[src/pei_pkg.sv]
// Shared constants, types and helpers for the polynomial evaluate/integrate core.
// Used by pei_div and polynomial_eval_integrate_core; depends on nothing else.
`default_nettype none

package pei_pkg;

    // Default configuration of the core.
    localparam int PEI_MAX_TERMS = 7;
    localparam int PEI_FRAC_BITS = 16;

    // Fixed data widths.
    localparam int DATA_W  = 32;
    localparam int PROD_W  = 2 * DATA_W;
    localparam int KDIV_W  = 3;

    // Serial divider: bits retired per cycle and resulting cycle count.
    localparam int DIV_STEP   = 8;
    localparam int DIV_CYCLES = PROD_W / DIV_STEP;
    localparam int DIV_CNT_W  = $clog2(DIV_CYCLES);

    // Command codes carried on the input tuser.
    localparam logic CMD_EVAL  = 1'b0;
    localparam logic CMD_INTEG = 1'b1;

    typedef struct packed {
        logic                     ov;
        logic signed [DATA_W-1:0] val;
    } t_sat;

    typedef struct packed {
        logic busy;
        logic done;
    } t_div_stat;

    // Clamp a 64-bit signed value to the signed 32-bit range.
    function automatic t_sat sat32(input logic signed [PROD_W-1:0] v);
        t_sat r;
        r.ov = (v[PROD_W-1:DATA_W-1] != {(PROD_W-DATA_W+1){v[DATA_W-1]}});
        if (!r.ov) begin
            r.val = v[DATA_W-1:0];
        end else if (v[PROD_W-1]) begin
            r.val = {1'b1, {(DATA_W-1){1'b0}}};
        end else begin
            r.val = {1'b0, {(DATA_W-1){1'b1}}};
        end
        return r;
    endfunction

endpackage

`default_nettype wire

[src/pei_div.sv]
// Serial floor divider of a signed 64-bit value by a small positive integer.
// Depends on pei_pkg for widths and the status struct.
`default_nettype none

module pei_div
    import pei_pkg::*;
(
    input  wire logic                     i_clk,
    input  wire logic                     i_rst_n,
    input  wire logic                     i_start,
    input  wire logic signed [PROD_W-1:0] i_dividend,
    input  wire logic        [KDIV_W-1:0] i_divisor,
    output t_div_stat                     o_stat,
    output logic signed      [PROD_W-1:0] o_quotient
);

    logic                 r_busy;
    logic                 r_done;
    logic                 r_neg;
    logic [DIV_CNT_W-1:0] r_cnt;
    logic [KDIV_W-1:0]    r_div;
    logic [KDIV_W-1:0]    r_rem;
    logic [PROD_W-1:0]    r_work;
    logic [KDIV_W-1:0]    n_rem;
    logic [PROD_W-1:0]    n_work;

    // A negative dividend q is handled as floor(q/k) = ~(~q / k), so the
    // restoring loop only ever sees a non-negative value.
    always_comb begin
        logic [KDIV_W:0] trial;
        n_rem  = r_rem;
        n_work = r_work;
        for (int j = 0; j < DIV_STEP; j++) begin
            trial  = {n_rem, n_work[PROD_W-1]};
            n_work = {n_work[PROD_W-2:0], 1'b0};
            if (trial >= {1'b0, r_div}) begin
                n_rem     = KDIV_W'(trial - {1'b0, r_div});
                n_work[0] = 1'b1;
            end else begin
                n_rem = trial[KDIV_W-1:0];
            end
        end
    end

    always_ff @(posedge i_clk) begin
        if (!i_rst_n) begin
            r_busy <= 1'b0;
            r_done <= 1'b0;
            r_cnt  <= '0;
        end else begin
            r_done <= 1'b0;
            if (i_start) begin
                r_busy <= 1'b1;
                r_cnt  <= '0;
            end else if (r_busy) begin
                r_cnt <= DIV_CNT_W'(r_cnt + 1'b1);
                if (r_cnt == DIV_CNT_W'(DIV_CYCLES - 1)) begin
                    r_busy <= 1'b0;
                    r_done <= 1'b1;
                end
            end
        end
    end

    always_ff @(posedge i_clk) begin
        if (i_start) begin
            r_neg  <= i_dividend[PROD_W-1];
            r_work <= i_dividend[PROD_W-1] ? ~i_dividend : i_dividend;
            r_rem  <= '0;
            r_div  <= i_divisor;
        end else if (r_busy) begin
            r_work <= n_work;
            r_rem  <= n_rem;
        end
    end

    assign o_stat.busy = r_busy;
    assign o_stat.done = r_done;
    assign o_quotient  = r_neg ? ~r_work : r_work;

endmodule

`default_nettype wire

[src/polynomial_eval_integrate_core.sv]
// Top level of the polynomial evaluate/integrate core: config registers, sequencer,
// shared multiplier and output register. Depends on pei_pkg and pei_div.
`default_nettype none

// The core holds a polynomial of up to MAX_TERMS signed fixed-point coefficients
// (FRAC_BITS fraction bits, Q16.16 by default) written through a simple register
// port: index 0 is the term count, indexes 1 to 7 are the coefficients of x^0 to
// x^6. Each input transaction carries a command on tuser (evaluate at x_first, or
// integrate from x_first up to x_second) and both operands on tdata; each one
// produces exactly one output transaction with the saturated result on tdata and
// an overflow flag on tuser that is set when any power, difference, product or
// partial sum clipped. All work goes through one 32 by 32 signed multiplier,
// reused for every coefficient product and every power update. When integrating,
// each term past the first also waits on the serial divide by (index + 1):
// eight division steps. The input is not ready while an item is in progress;
// a finished result waits in the output register, so the next item is taken as
// soon as the sequencer is back at rest.
module polynomial_eval_integrate_core
    import pei_pkg::*;
#(
    parameter int MAX_TERMS = PEI_MAX_TERMS,
    parameter int FRAC_BITS = PEI_FRAC_BITS
) (
    input  wire logic        i_clk,
    input  wire logic        i_rst_n,
    // Configuration write port.
    input  wire logic        i_cfg_we,
    input  wire logic [3:0]  i_cfg_addr,
    input  wire logic [31:0] i_cfg_wdata,
    // Request stream.
    input  wire logic        i_s_axis_tvalid,
    output logic             o_s_axis_tready,
    input  wire logic [63:0] i_s_axis_tdata,   // [31:0] x_first, [63:32] x_second
    input  wire logic        i_s_axis_tuser,   // [0] command
    // Result stream.
    output logic             o_m_axis_tvalid,
    input  wire logic        i_m_axis_tready,
    output logic [31:0]      o_m_axis_tdata,   // [31:0] result_value
    output logic             o_m_axis_tuser    // [0] overflow
);

    localparam int IDX_W = (MAX_TERMS > 1) ? $clog2(MAX_TERMS) : 1;

    // Config register indexes.
    localparam logic [3:0] REG_TERM_COUNT = 4'd0;
    localparam logic [3:0] REG_COEF_FIRST = 4'd1;

    // Sequencer states.
    localparam logic [3:0] S_IDLE = 4'd0;
    localparam logic [3:0] S_DIFF = 4'd1;
    localparam logic [3:0] S_MUL  = 4'd2;
    localparam logic [3:0] S_QUOT = 4'd3;
    localparam logic [3:0] S_DIV  = 4'd4;
    localparam logic [3:0] S_SAT  = 4'd5;
    localparam logic [3:0] S_ACC  = 4'd6;
    localparam logic [3:0] S_PMUL = 4'd7;
    localparam logic [3:0] S_PSAT = 4'd8;
    localparam logic [3:0] S_DONE = 4'd9;

    // Configuration.
    logic [KDIV_W-1:0]        r_term_count;
    logic signed [DATA_W-1:0] r_coef [MAX_TERMS];

    // Sequencer and datapath.
    logic [3:0]               r_state;
    logic                     r_cmd;
    logic [KDIV_W-1:0]        r_n;
    logic [KDIV_W-1:0]        r_i;
    logic                     r_sel;
    logic                     r_ov;
    logic signed [DATA_W-1:0] r_x1;
    logic signed [DATA_W-1:0] r_x2;
    logic signed [DATA_W-1:0] r_p1;
    logic signed [DATA_W-1:0] r_p2;
    logic signed [DATA_W-1:0] r_d;
    logic signed [DATA_W-1:0] r_acc;
    logic signed [DATA_W-1:0] r_term;
    logic signed [PROD_W-1:0] r_prod;
    logic signed [PROD_W-1:0] r_quot;

    // Output register.
    logic                     r_m_valid;
    logic [DATA_W-1:0]        r_out_value;
    logic                     r_out_ov;

    logic signed [DATA_W-1:0] w_coef;
    logic signed [DATA_W-1:0] w_op_a;
    logic signed [DATA_W-1:0] w_op_b;
    logic signed [PROD_W-1:0] w_prod;
    logic signed [PROD_W-1:0] w_shift;
    logic signed [PROD_W-1:0] w_sum;
    logic signed [PROD_W-1:0] w_diff;
    logic [KDIV_W-1:0]        w_k;
    logic [KDIV_W-1:0]        w_n_in;
    logic                     w_need_div;
    logic                     w_last;
    logic                     w_accept;
    logic                     w_div_start;
    t_div_stat                w_div_stat;
    logic signed [PROD_W-1:0] w_div_quot;
    t_sat                     w_sat_q;
    t_sat                     w_sat_sum;
    t_sat                     w_sat_diff;
    t_sat                     w_sat_pow;

    // ------------------------------------------------------------------
    // Configuration registers.
    // ------------------------------------------------------------------
    always_ff @(posedge i_clk) begin
        if (!i_rst_n) begin
            r_term_count <= KDIV_W'(1);
            for (int j = 0; j < MAX_TERMS; j++) begin
                r_coef[j] <= '0;
            end
        end else if (i_cfg_we) begin
            if (i_cfg_addr == REG_TERM_COUNT) begin
                r_term_count <= i_cfg_wdata[KDIV_W-1:0];
            end
            for (int j = 0; j < MAX_TERMS; j++) begin
                if (i_cfg_addr == REG_COEF_FIRST + 4'(j)) begin
                    r_coef[j] <= i_cfg_wdata;
                end
            end
        end
    end

    // A term count of zero runs as one term; larger than MAX_TERMS is clipped.
    always_comb begin
        if (r_term_count == '0) begin
            w_n_in = KDIV_W'(1);
        end else if (r_term_count > KDIV_W'(MAX_TERMS)) begin
            w_n_in = KDIV_W'(MAX_TERMS);
        end else begin
            w_n_in = r_term_count;
        end
    end

    // ------------------------------------------------------------------
    // Shared datapath.
    // ------------------------------------------------------------------
    assign w_coef = r_coef[r_i[IDX_W-1:0]];

    // The one multiplier: coefficient times power (or difference) in S_MUL,
    // power times its base in S_PMUL.
    always_comb begin
        if (r_state == S_PMUL) begin
            w_op_a = r_sel ? r_p2 : r_p1;
            w_op_b = r_sel ? r_x2 : r_x1;
        end else begin
            w_op_a = w_coef;
            w_op_b = (r_cmd == CMD_INTEG) ? r_d : r_p1;
        end
    end

    assign w_prod  = w_op_a * w_op_b;
    assign w_shift = r_prod >>> FRAC_BITS;

    // Divisor is index + 1; only integration terms past the first need it.
    assign w_k        = KDIV_W'(r_i + 1'b1);
    assign w_need_div = (r_cmd == CMD_INTEG) && (r_i != '0);
    assign w_last     = ({1'b0, r_i} + 1'b1) >= {1'b0, r_n};

    assign w_sum  = {{(PROD_W-DATA_W){r_acc[DATA_W-1]}}, r_acc}
                  + {{(PROD_W-DATA_W){r_term[DATA_W-1]}}, r_term};
    assign w_diff = {{(PROD_W-DATA_W){r_p2[DATA_W-1]}}, r_p2}
                  - {{(PROD_W-DATA_W){r_p1[DATA_W-1]}}, r_p1};

    assign w_sat_q    = sat32(r_quot);
    assign w_sat_sum  = sat32(w_sum);
    assign w_sat_diff = sat32(w_diff);
    assign w_sat_pow  = sat32(w_shift);

    assign w_accept    = i_s_axis_tvalid && o_s_axis_tready;
    assign w_div_start = (r_state == S_QUOT) && w_need_div;

    pei_div u_div (
        .i_clk      (i_clk),
        .i_rst_n    (i_rst_n),
        .i_start    (w_div_start),
        .i_dividend (w_shift),
        .i_divisor  (w_k),
        .o_stat     (w_div_stat),
        .o_quotient (w_div_quot)
    );

    // ------------------------------------------------------------------
    // Sequencer.
    // ------------------------------------------------------------------
    always_ff @(posedge i_clk) begin
        if (!i_rst_n) begin
            r_state   <= S_IDLE;
            r_m_valid <= 1'b0;
        end else begin
            // In S_DONE the output register is reloaded instead of emptied.
            if (o_m_axis_tvalid && i_m_axis_tready && (r_state != S_DONE)) begin
                r_m_valid <= 1'b0;
            end
            unique case (r_state)
                S_IDLE: begin
                    if (w_accept) begin
                        if (i_s_axis_tuser == CMD_INTEG) begin
                            r_state <= S_DIFF;
                        end else if (w_n_in == KDIV_W'(1)) begin
                            r_state <= S_DONE;
                        end else begin
                            r_state <= S_MUL;
                        end
                    end
                end
                S_DIFF: r_state <= S_MUL;
                S_MUL:  r_state <= S_QUOT;
                S_QUOT: r_state <= w_need_div ? S_DIV : S_SAT;
                S_DIV: begin
                    if (w_div_stat.done) begin
                        r_state <= S_SAT;
                    end
                end
                S_SAT: r_state <= S_ACC;
                S_ACC:  r_state <= w_last ? S_DONE : S_PMUL;
                S_PMUL: r_state <= S_PSAT;
                S_PSAT: begin
                    if ((r_cmd == CMD_INTEG) && !r_sel) begin
                        r_state <= S_PMUL;
                    end else begin
                        r_state <= (r_cmd == CMD_INTEG) ? S_DIFF : S_MUL;
                    end
                end
                S_DONE: begin
                    // Hold here while the previous result is still unclaimed.
                    if (!r_m_valid || i_m_axis_tready) begin
                        r_m_valid <= 1'b1;
                        r_state   <= S_IDLE;
                    end
                end
                default: r_state <= S_IDLE;
            endcase
        end
    end

    always_ff @(posedge i_clk) begin
        case (r_state)
            S_IDLE: begin
                if (w_accept) begin
                    r_cmd <= i_s_axis_tuser;
                    r_n   <= w_n_in;
                    r_x1  <= i_s_axis_tdata[31:0];
                    r_x2  <= i_s_axis_tdata[63:32];
                    r_p1  <= i_s_axis_tdata[31:0];
                    r_p2  <= i_s_axis_tdata[63:32];
                    r_sel <= 1'b0;
                    r_ov  <= 1'b0;
                    if (i_s_axis_tuser == CMD_INTEG) begin
                        r_acc <= '0;
                        r_i   <= '0;
                    end else begin
                        r_acc <= r_coef[0];
                        r_i   <= KDIV_W'(1);
                    end
                end
            end
            S_DIFF: begin
                r_d  <= w_sat_diff.val;
                r_ov <= r_ov | w_sat_diff.ov;
            end
            S_MUL: r_prod <= w_prod;
            S_QUOT: begin
                if (!w_need_div) begin
                    r_quot <= w_shift;
                end
            end
            S_DIV: begin
                if (w_div_stat.done) begin
                    r_quot <= w_div_quot;
                end
            end
            S_SAT: begin
                r_term <= w_sat_q.val;
                r_ov   <= r_ov | w_sat_q.ov;
            end
            S_ACC: begin
                r_acc <= w_sat_sum.val;
                r_ov  <= r_ov | w_sat_sum.ov;
            end
            S_PMUL: r_prod <= w_prod;
            S_PSAT: begin
                r_ov <= r_ov | w_sat_pow.ov;
                if (r_sel) begin
                    r_p2 <= w_sat_pow.val;
                end else begin
                    r_p1 <= w_sat_pow.val;
                end
                if ((r_cmd == CMD_INTEG) && !r_sel) begin
                    r_sel <= 1'b1;
                end else begin
                    r_sel <= 1'b0;
                    r_i   <= KDIV_W'(r_i + 1'b1);
                end
            end
            S_DONE: begin
                if (!r_m_valid || i_m_axis_tready) begin
                    r_out_value <= r_acc;
                    r_out_ov    <= r_ov;
                end
            end
            default: ;
        endcase
    end

    assign o_s_axis_tready = (r_state == S_IDLE);
    assign o_m_axis_tvalid = r_m_valid;
    assign o_m_axis_tdata  = r_out_value;
    assign o_m_axis_tuser  = r_out_ov;

`ifndef SYNTH
    // The divider only runs while the sequencer waits on it.
    a_div_owned: assert property (@(posedge i_clk) disable iff (!i_rst_n)
        w_div_stat.busy |-> (r_state == S_DIV))
        else $error("divider busy outside its wait state");

    // A coefficient product never uses an index at or past the term count.
    a_idx_range: assert property (@(posedge i_clk) disable iff (!i_rst_n)
        (r_state == S_MUL) |-> (r_i < r_n))
        else $error("term index beyond term count");

    // After taking a transaction the core is busy on the following cycle.
    a_busy_after: assert property (@(posedge i_clk) disable iff (!i_rst_n)
        w_accept |=> !o_s_axis_tready)
        else $error("request accepted twice in a row");
`endif

endmodule

`default_nettype wire
[config.mk]
export PLATFORM = sky130hd
export DESIGN_NAME = polynomial_eval_integrate_core
export DESIGN_NICKNAME = d
export VERILOG_FILES = /design/src/pei_pkg.sv /design/src/pei_div.sv /design/src/polynomial_eval_integrate_core.sv
export SDC_FILE = /design/constraint.sdc
export NUM_CORES = 2
export LEC_CHECK = 0
export BUFFER_PORTS_ARGS = -buffer_cell sky130_fd_sc_hd__buf_2
export CAP_MARGIN = 0
export CORE_MARGIN = 2
export CORE_UTILIZATION = 55
export DETAILED_ROUTE_END_ITERATION = 12
export GPL_TIMING_DRIVEN = 0
export PLACE_DENSITY = 0.78
export SLEW_MARGIN = 20
export SYNTH_ARGS = -nofsm -noshare
export SYNTH_HDL_FRONTEND = slang
export SYNTH_SLANG_ARGS = --single-unit
[constraint.sdc]
create_clock -name i_clk -period 15.8 [get_ports i_clk]
set_input_delay 3.16 -clock i_clk [delete_from_list [all_inputs] [get_ports i_clk]]
set_output_delay 3.16 -clock i_clk [all_outputs]
set_load 0.005 [all_outputs]
# Yosys cells after proc, flatten, opt, wreduce, memory -nomap -nowiden
# Memory sizes are Yosys's and may differ from the RTL's. A register that Yosys moved wholly into a read port is not among the register bits.
# Index checks and enable logic that the tools add are counted.
word_totals:
  elab_cells: 237
  output_inout_bits: 35
  n_memories: 1
  mem_bits_rw: 224
  ff_bits: 478
memory_table:
  columns: ["name", "depth", "width", "rd", "rd_ports_with_merged_regs", "write_ports", "line", "rtl"]
  rows:
  - ["r_coef", 7, 32, 2, 1, 7, "polynomial_eval_integrate_core.sv:62", "logic signed [DATA_W-1:0] r_coef [MAX_TERMS];"]
op_classes:
  magnitude_cmp: 10
  n_addsub: 13
  eq_ne: 30
  mul: 1
  n_mux: 109
  reduce_logical: 32
  bitwise_logic: 15
op_table:
  columns: ["op", "n"]
  rows:
  - ["two-way mux 32 bit", 26]
  - ["two-way mux 64 bit", 6]
  - ["one-hot mux 32 bit (2 select lines)", 3]
  - ["!= test 32 bit", 4]
  - ["one-hot mux 64 bit (2 select lines)", 1]
  - ["multiplier 32 x 32 -> 64 bit", 1]
  - ["inverter 48 -> 64 bit", 1]
  - ["inverter 64 bit", 1]
  - ["two-way mux 1 bit", 48]
  - ["two-way mux 3 bit", 14]
  - ["one-hot mux 4 bit (10 select lines)", 1]
  - ["greater-or-equal comparator 4 x 3 -> 1 bit", 9]
  - ["adder 32 x 32 -> 33 bit", 1]
  - ["subtractor 32 x 32 -> 33 bit", 1]
  - ["== test 4 x 3 -> 1 bit (second input constant)", 8]
  - ["two-way mux 4 bit", 6]
  - ["subtractor 3 bit", 8]
  - ["== test 4 x 2 -> 1 bit (second input constant)", 4]
  - ["AND reduction 3 bit", 5]
  - ["AND reduction 2 bit", 6]
  - ["OR 1 bit", 11]
  - ["!= test 2 bit (second input constant)", 5]
  - ["== test 4 x 1 -> 1 bit (second input constant)", 2]
  - ["== test 4 bit (second input constant)", 2]
  - ["22 further kinds", 36]

# Depth between registers and ports, before layout
logic_depth:
  depth_word: 18
  mapped_depth: 58
  depth_no_buf: 57

# Hierarchy
# A second synthesis with hierarchy kept.
unflattened:
  hier_cells: 6898
  hier_area_um2: 69756.9
by_module_without_submodules:
  columns: ["module", "cells_per_inst", "instances", "area_per_inst_um2"]
  rows:
  - ["polynomial_eval_integrate_core", 6341, 1, 64240.4]
  - ["pei_div", 557, 1, 5516.5]

# Worst setup path after synthesis
# No wires, ideal clock.
synth_path:
  kind: "flip-flop to flip-flop"
  from: "reg u_div.r_div[1]"
  to: "reg u_div.r_rem[0]"
  arrival_time_ps: 10949
  path_buffers: 1
  required_time_ps: 15730
  path_slack_ps: 4781
  path_stages_with_launch: 53
  setup_time_ps: 70
  cell_sequence: "edfxtp_1 > inv_1 > fa_1 > a211oi_1 > nand2_1 > mux2_2 > ha_1 > nor2b_1 > nor3_1 > o21ai_1 > mux2_2 > inv_1 > ha_1 > a21bo_2 > a21oi_1 > o211ai_1 > or2_1 > buf_6 > [17 not listed] > or3_4 > nand2b_1 > nor2_1 > a21oi_1 > inv_1 > ha_1 > nand2_1 > nand2_1 > a21o_1 > a211oi_4 > mux2i_1 > ha_1 > a21o_1 > a21oi_1 > o211ai_1 > mux2_4 > mux2_1 > a21oi_1"
synth_via:
  elab_chain_len: 16
  word_cells_on_any_way: 23
  cone_classes: "7 x add/sub; 8 x order compare; 8 x mux"
synth_rtl:
  columns: ["item", "line", "rtl"]
  rows:
  - ["start: declaration", "pei_div.sv:21", "logic [KDIV_W-1:0] r_div;"]
  - ["start signal: assignment", "pei_div.sv:70", "r_div <= i_divisor;"]
  - ["greater-or-equal comparator 4 x 3 -> 1 bit / subtractor 3 bit (equally long branches)", "pei_div.sv:36, pei_div.sv:37", null]
  - ["two-way mux 3 bit", "pei_div.sv:36", "if (trial >= {1'b0, r_div}) begin"]
  - ["greater-or-equal comparator 4 x 3 -> 1 bit / subtractor 3 bit (equally long branches)", "pei_div.sv:36, pei_div.sv:37", null]
  - ["two-way mux 3 bit", "pei_div.sv:36", null]
  - ["greater-or-equal comparator 4 x 3 -> 1 bit / subtractor 3 bit (equally long branches)", "pei_div.sv:36, pei_div.sv:37", null]
  - ["two-way mux 3 bit", "pei_div.sv:36", null]
  - ["greater-or-equal comparator 4 x 3 -> 1 bit / subtractor 3 bit (equally long branches)", "pei_div.sv:36, pei_div.sv:37", null]
  - ["two-way mux 3 bit", "pei_div.sv:36", null]
  - ["greater-or-equal comparator 4 x 3 -> 1 bit / subtractor 3 bit (equally long branches)", "pei_div.sv:36, pei_div.sv:37", null]
  - ["two-way mux 3 bit", "pei_div.sv:36", null]
  - ["greater-or-equal comparator 4 x 3 -> 1 bit / subtractor 3 bit (equally long branches)", "pei_div.sv:36, pei_div.sv:37", null]
  - ["two-way mux 3 bit", "pei_div.sv:36", null]
  - ["greater-or-equal comparator 4 x 3 -> 1 bit / subtractor 3 bit (equally long branches)", "pei_div.sv:36, pei_div.sv:37", null]
  - ["two-way mux 3 bit", "pei_div.sv:36", null]
  - ["greater-or-equal comparator 4 x 3 -> 1 bit (*)", "pei_div.sv:36", null]
  - ["two-way mux 3 bit (*)", "pei_div.sv:36", null]
  - ["end signal: assignment", "pei_div.sv:73", "r_rem <= n_rem;"]
  - ["end: declaration", "pei_div.sv:22", "logic [KDIV_W-1:0] r_rem;"]
# Mark *: on every way between the ends. The rest lies on a longest branch, timed or not.
# A chain may end at the register's enable or synchronous reset.

==> reports/metrics.yaml <==
wl_met2_um: 101000
startpoint_type: "flip-flop"
async_flop_share_pct: 0
rsz0062_at_grt: "false"
hold_violations: 0
slowest_stage: "clkbuf_1"
place_congestion: 1.09
wl_per_cell_um: 27.1
gr-total-overflow: 0
final_common_cell: "inv_1"
fmax_ghz: 0.0692
worst_slew_pin_slew_ps: 1300
cp_num_buf_inv: 11
clock_tree.htree_level_count: 3
grt_pass1_vias: 53900
max_stage_delay_ps: 840
slew_headroom_pct: 13.2
finalMaxSlewViolations: 0
synth_seq_area_share_pct: 29.7
initial_utilization_pct: 55.6
fill_cells: 10000
viasPerCell: 6.04
synth_edf_count: 670
cts_hold_buf: 0
yosysUniqueCellTypes: 86
grt_use_total_pct: 37.9
path_delay_family: "adder cells"
arrival_ps: 14790
setup_viol: 0
grt_pass1_wl_um: 349000
num_rows: 129
final_nets: 8559
place_inst: 8650
drive_above_1_share_pct: 6.09
cp.required_ps: 16140
syn_nets: 8301
crit_top_cell: "fa_1"
core_area_um2: 124000
synth_seq_cells: 689
setup_tns_ps: 0
routed.top_layer: "met5"
maxCapViolations: 0
clk_pin_slew_worst_paths_ps: 70
instances_no_fill: 8789
drt-total-wl_um: 238000
yosysWarnings: 0
clk_latency_ps: 650
drc: 0
die_h_um: 358
cts_sinks: 689
crit_type: "flip-flop to flip-flop"
die_area_um2: 128000
seqCellArea_um2: 20500
dpl.hpwl_um: 192000
area_delta_synth_final_pct: 8.89
multi_input_area_um2: 42700
clock_skew_ps: 37.5
cts_root_buf: "clkbuf_16"
cts_resized: 0
cts_tree: "yes"
min_path_type: "flip-flop to flip-flop"
first_pass_iters: 9
synth_area_um2: 69000
outcome: "completed"
antenna_found_initial: 12
ant_nets: 0
mostFrequentLayoutCells: "1274 x inv_1, 1091 x fa_1, 998 x nand2_1, 675 x nor2_1, 670 x edfxtp_1"
clock_tree.buffer_depth: 3
cp-end-kind: "flip-flop"
syn_inst: 6829
ios: 141
grt_start_max_net_pins: 57
cts_setup_buffers: 0
synth_area_per_cell_um2: 10.1
wl_met3_um: 36700
cts_buffers: 70
num_vias: 53100
timing.final.crit_share_pct: 91.5
ys.flop_type: "edfxtp_1"
layout_min_cycle_time_ps: 14450
crit_fanout: 10
io_buffers: 139
die_x_um: 358
wl_met1_um: 81900
drt_iter0_markers: 7340
layer usage:
metal	GRT usage [%]	vias to the layer above
met5	0	-
met4	24.3	6
met3	14.2	891
met2	54.9	3949
met1	47.9	26300
li1	-	21900
worst paths after layout:
check / startpoint / slack [ps] / depth (start not counted) / to
worst min-delay path: r_acc[16] / 470 / 0 / o_m_axis_tdata[16]
worst max register to register: flip-flop / 1350 / 36 / r_prod[60]
worst min register to register: r_acc[16] / 470 / 0 / o_m_axis_tdata[16]
worst max-delay path: flip-flop / 1350 / 36 / r_prod[60]
cell type report:
cell class              count  area share [%]
diodes                     10          0.0333
clock buffers              88            2.52
multi-input cells        4529            56.8
plain buffers             327            1.67
flip-flops and latches    689            27.3
clock inverters            39           0.730
repair buffers            186            1.81
well taps                1637            2.73
inverters                1284            6.42
sequential cells by signal (all words and copies together) (netlist names), 3 cells and up, named ones only:
register and flops:
r_state 4, r_p1 32, r_n 3, u_div.r_cnt 3, r_d 32, r_x2 32, u_div.r_work 64, r_p2 32
r_term 32, u_div.r_div 3, r_x1 32, r_coef 224, o_m_axis_tdata 32, u_div.r_rem 3, r_acc 32, r_prod 48
r_quot 64, r_term_count 3, r_i 3
logic make-up after synthesis:
logic type | share of synthesized area (%)
simple gates | 12.1
buf+inv | 8.80
fa+ha+maj | 36.9
compound gates | 6.97
flops | 29.7
xor+xnor | 3.03
mux | 2.54
metrics by stage:
stage | setup WS (ps) | hold slack [ps] | cell area [um^2] | utilization (%)
6_report | 1350 | 468 | 75100 | 60.5
2_1_floorplan | 4780 | 424 | 69000 | -
3_5_place_dp | 1850 | 449 | 72600 | 58.5
4_1_cts | 1820 | 467 | 75100 | 60.5
3_3_place_gp | 1310 | 452 | 71700 | 57.8
5_1_grt | 1050 | 486 | 75100 | 60.5
cells in the mapped netlist, types with 5 or more instances:
| master | number | share of area [%] |
|---|---|---|
| dfxtp_1 | 19 | 0.55 |
| o21bai_1 | 19 | 0.21 |
| or2_2 | 6 | 0.054 |
| nand2b_1 | 57 | 0.52 |
| nor2_1 | 677 | 3.7 |
| a31o_2 | 9 | 0.11 |
| o21ai_0 | 143 | 1.0 |
| and3_1 | 13 | 0.12 |
| nand3b_1 | 17 | 0.18 |
| a22oi_1 | 18 | 0.20 |
| inv_1 | 1276 | 6.9 |
| a21o_1 | 93 | 1.0 |
| a21oi_1 | 294 | 2.1 |
| clkbuf_1 | 295 | 1.6 |
| buf_1 | 26 | 0.14 |
| o31ai_1 | 7 | 0.076 |
| o21ai_1 | 6 | 0.044 |
| xor2_1 | 47 | 0.60 |
| o211ai_1 | 16 | 0.17 |
| and4_1 | 5 | 0.063 |
| nor3_1 | 26 | 0.19 |
| ha_1 | 275 | 5.0 |
| nor2b_1 | 51 | 0.46 |
| edfxtp_1 | 670 | 29 |
| and2_1 | 63 | 0.57 |
| nand2_1 | 1007 | 5.5 |
| mux2_2 | 11 | 0.18 |
| maj3_1 | 15 | 0.22 |
| xnor2_1 | 192 | 2.4 |
| mux2i_1 | 87 | 1.3 |
| mux4_2 | 32 | 1.0 |
| nor4_1 | 13 | 0.12 |
| a211oi_1 | 62 | 0.67 |
| clkinv_1 | 8 | 0.044 |
| nand3_1 | 26 | 0.19 |
| a31oi_1 | 28 | 0.25 |
| o21a_1 | 20 | 0.22 |
| fa_1 | 1091 | 32 |
| nand4_1 | 15 | 0.14 |
| a21boi_0 | 8 | 0.087 |
Power is left out: the tool's default activity adds up to more than one toggle a clock period on the data nets, which glitch-free logic cannot reach.
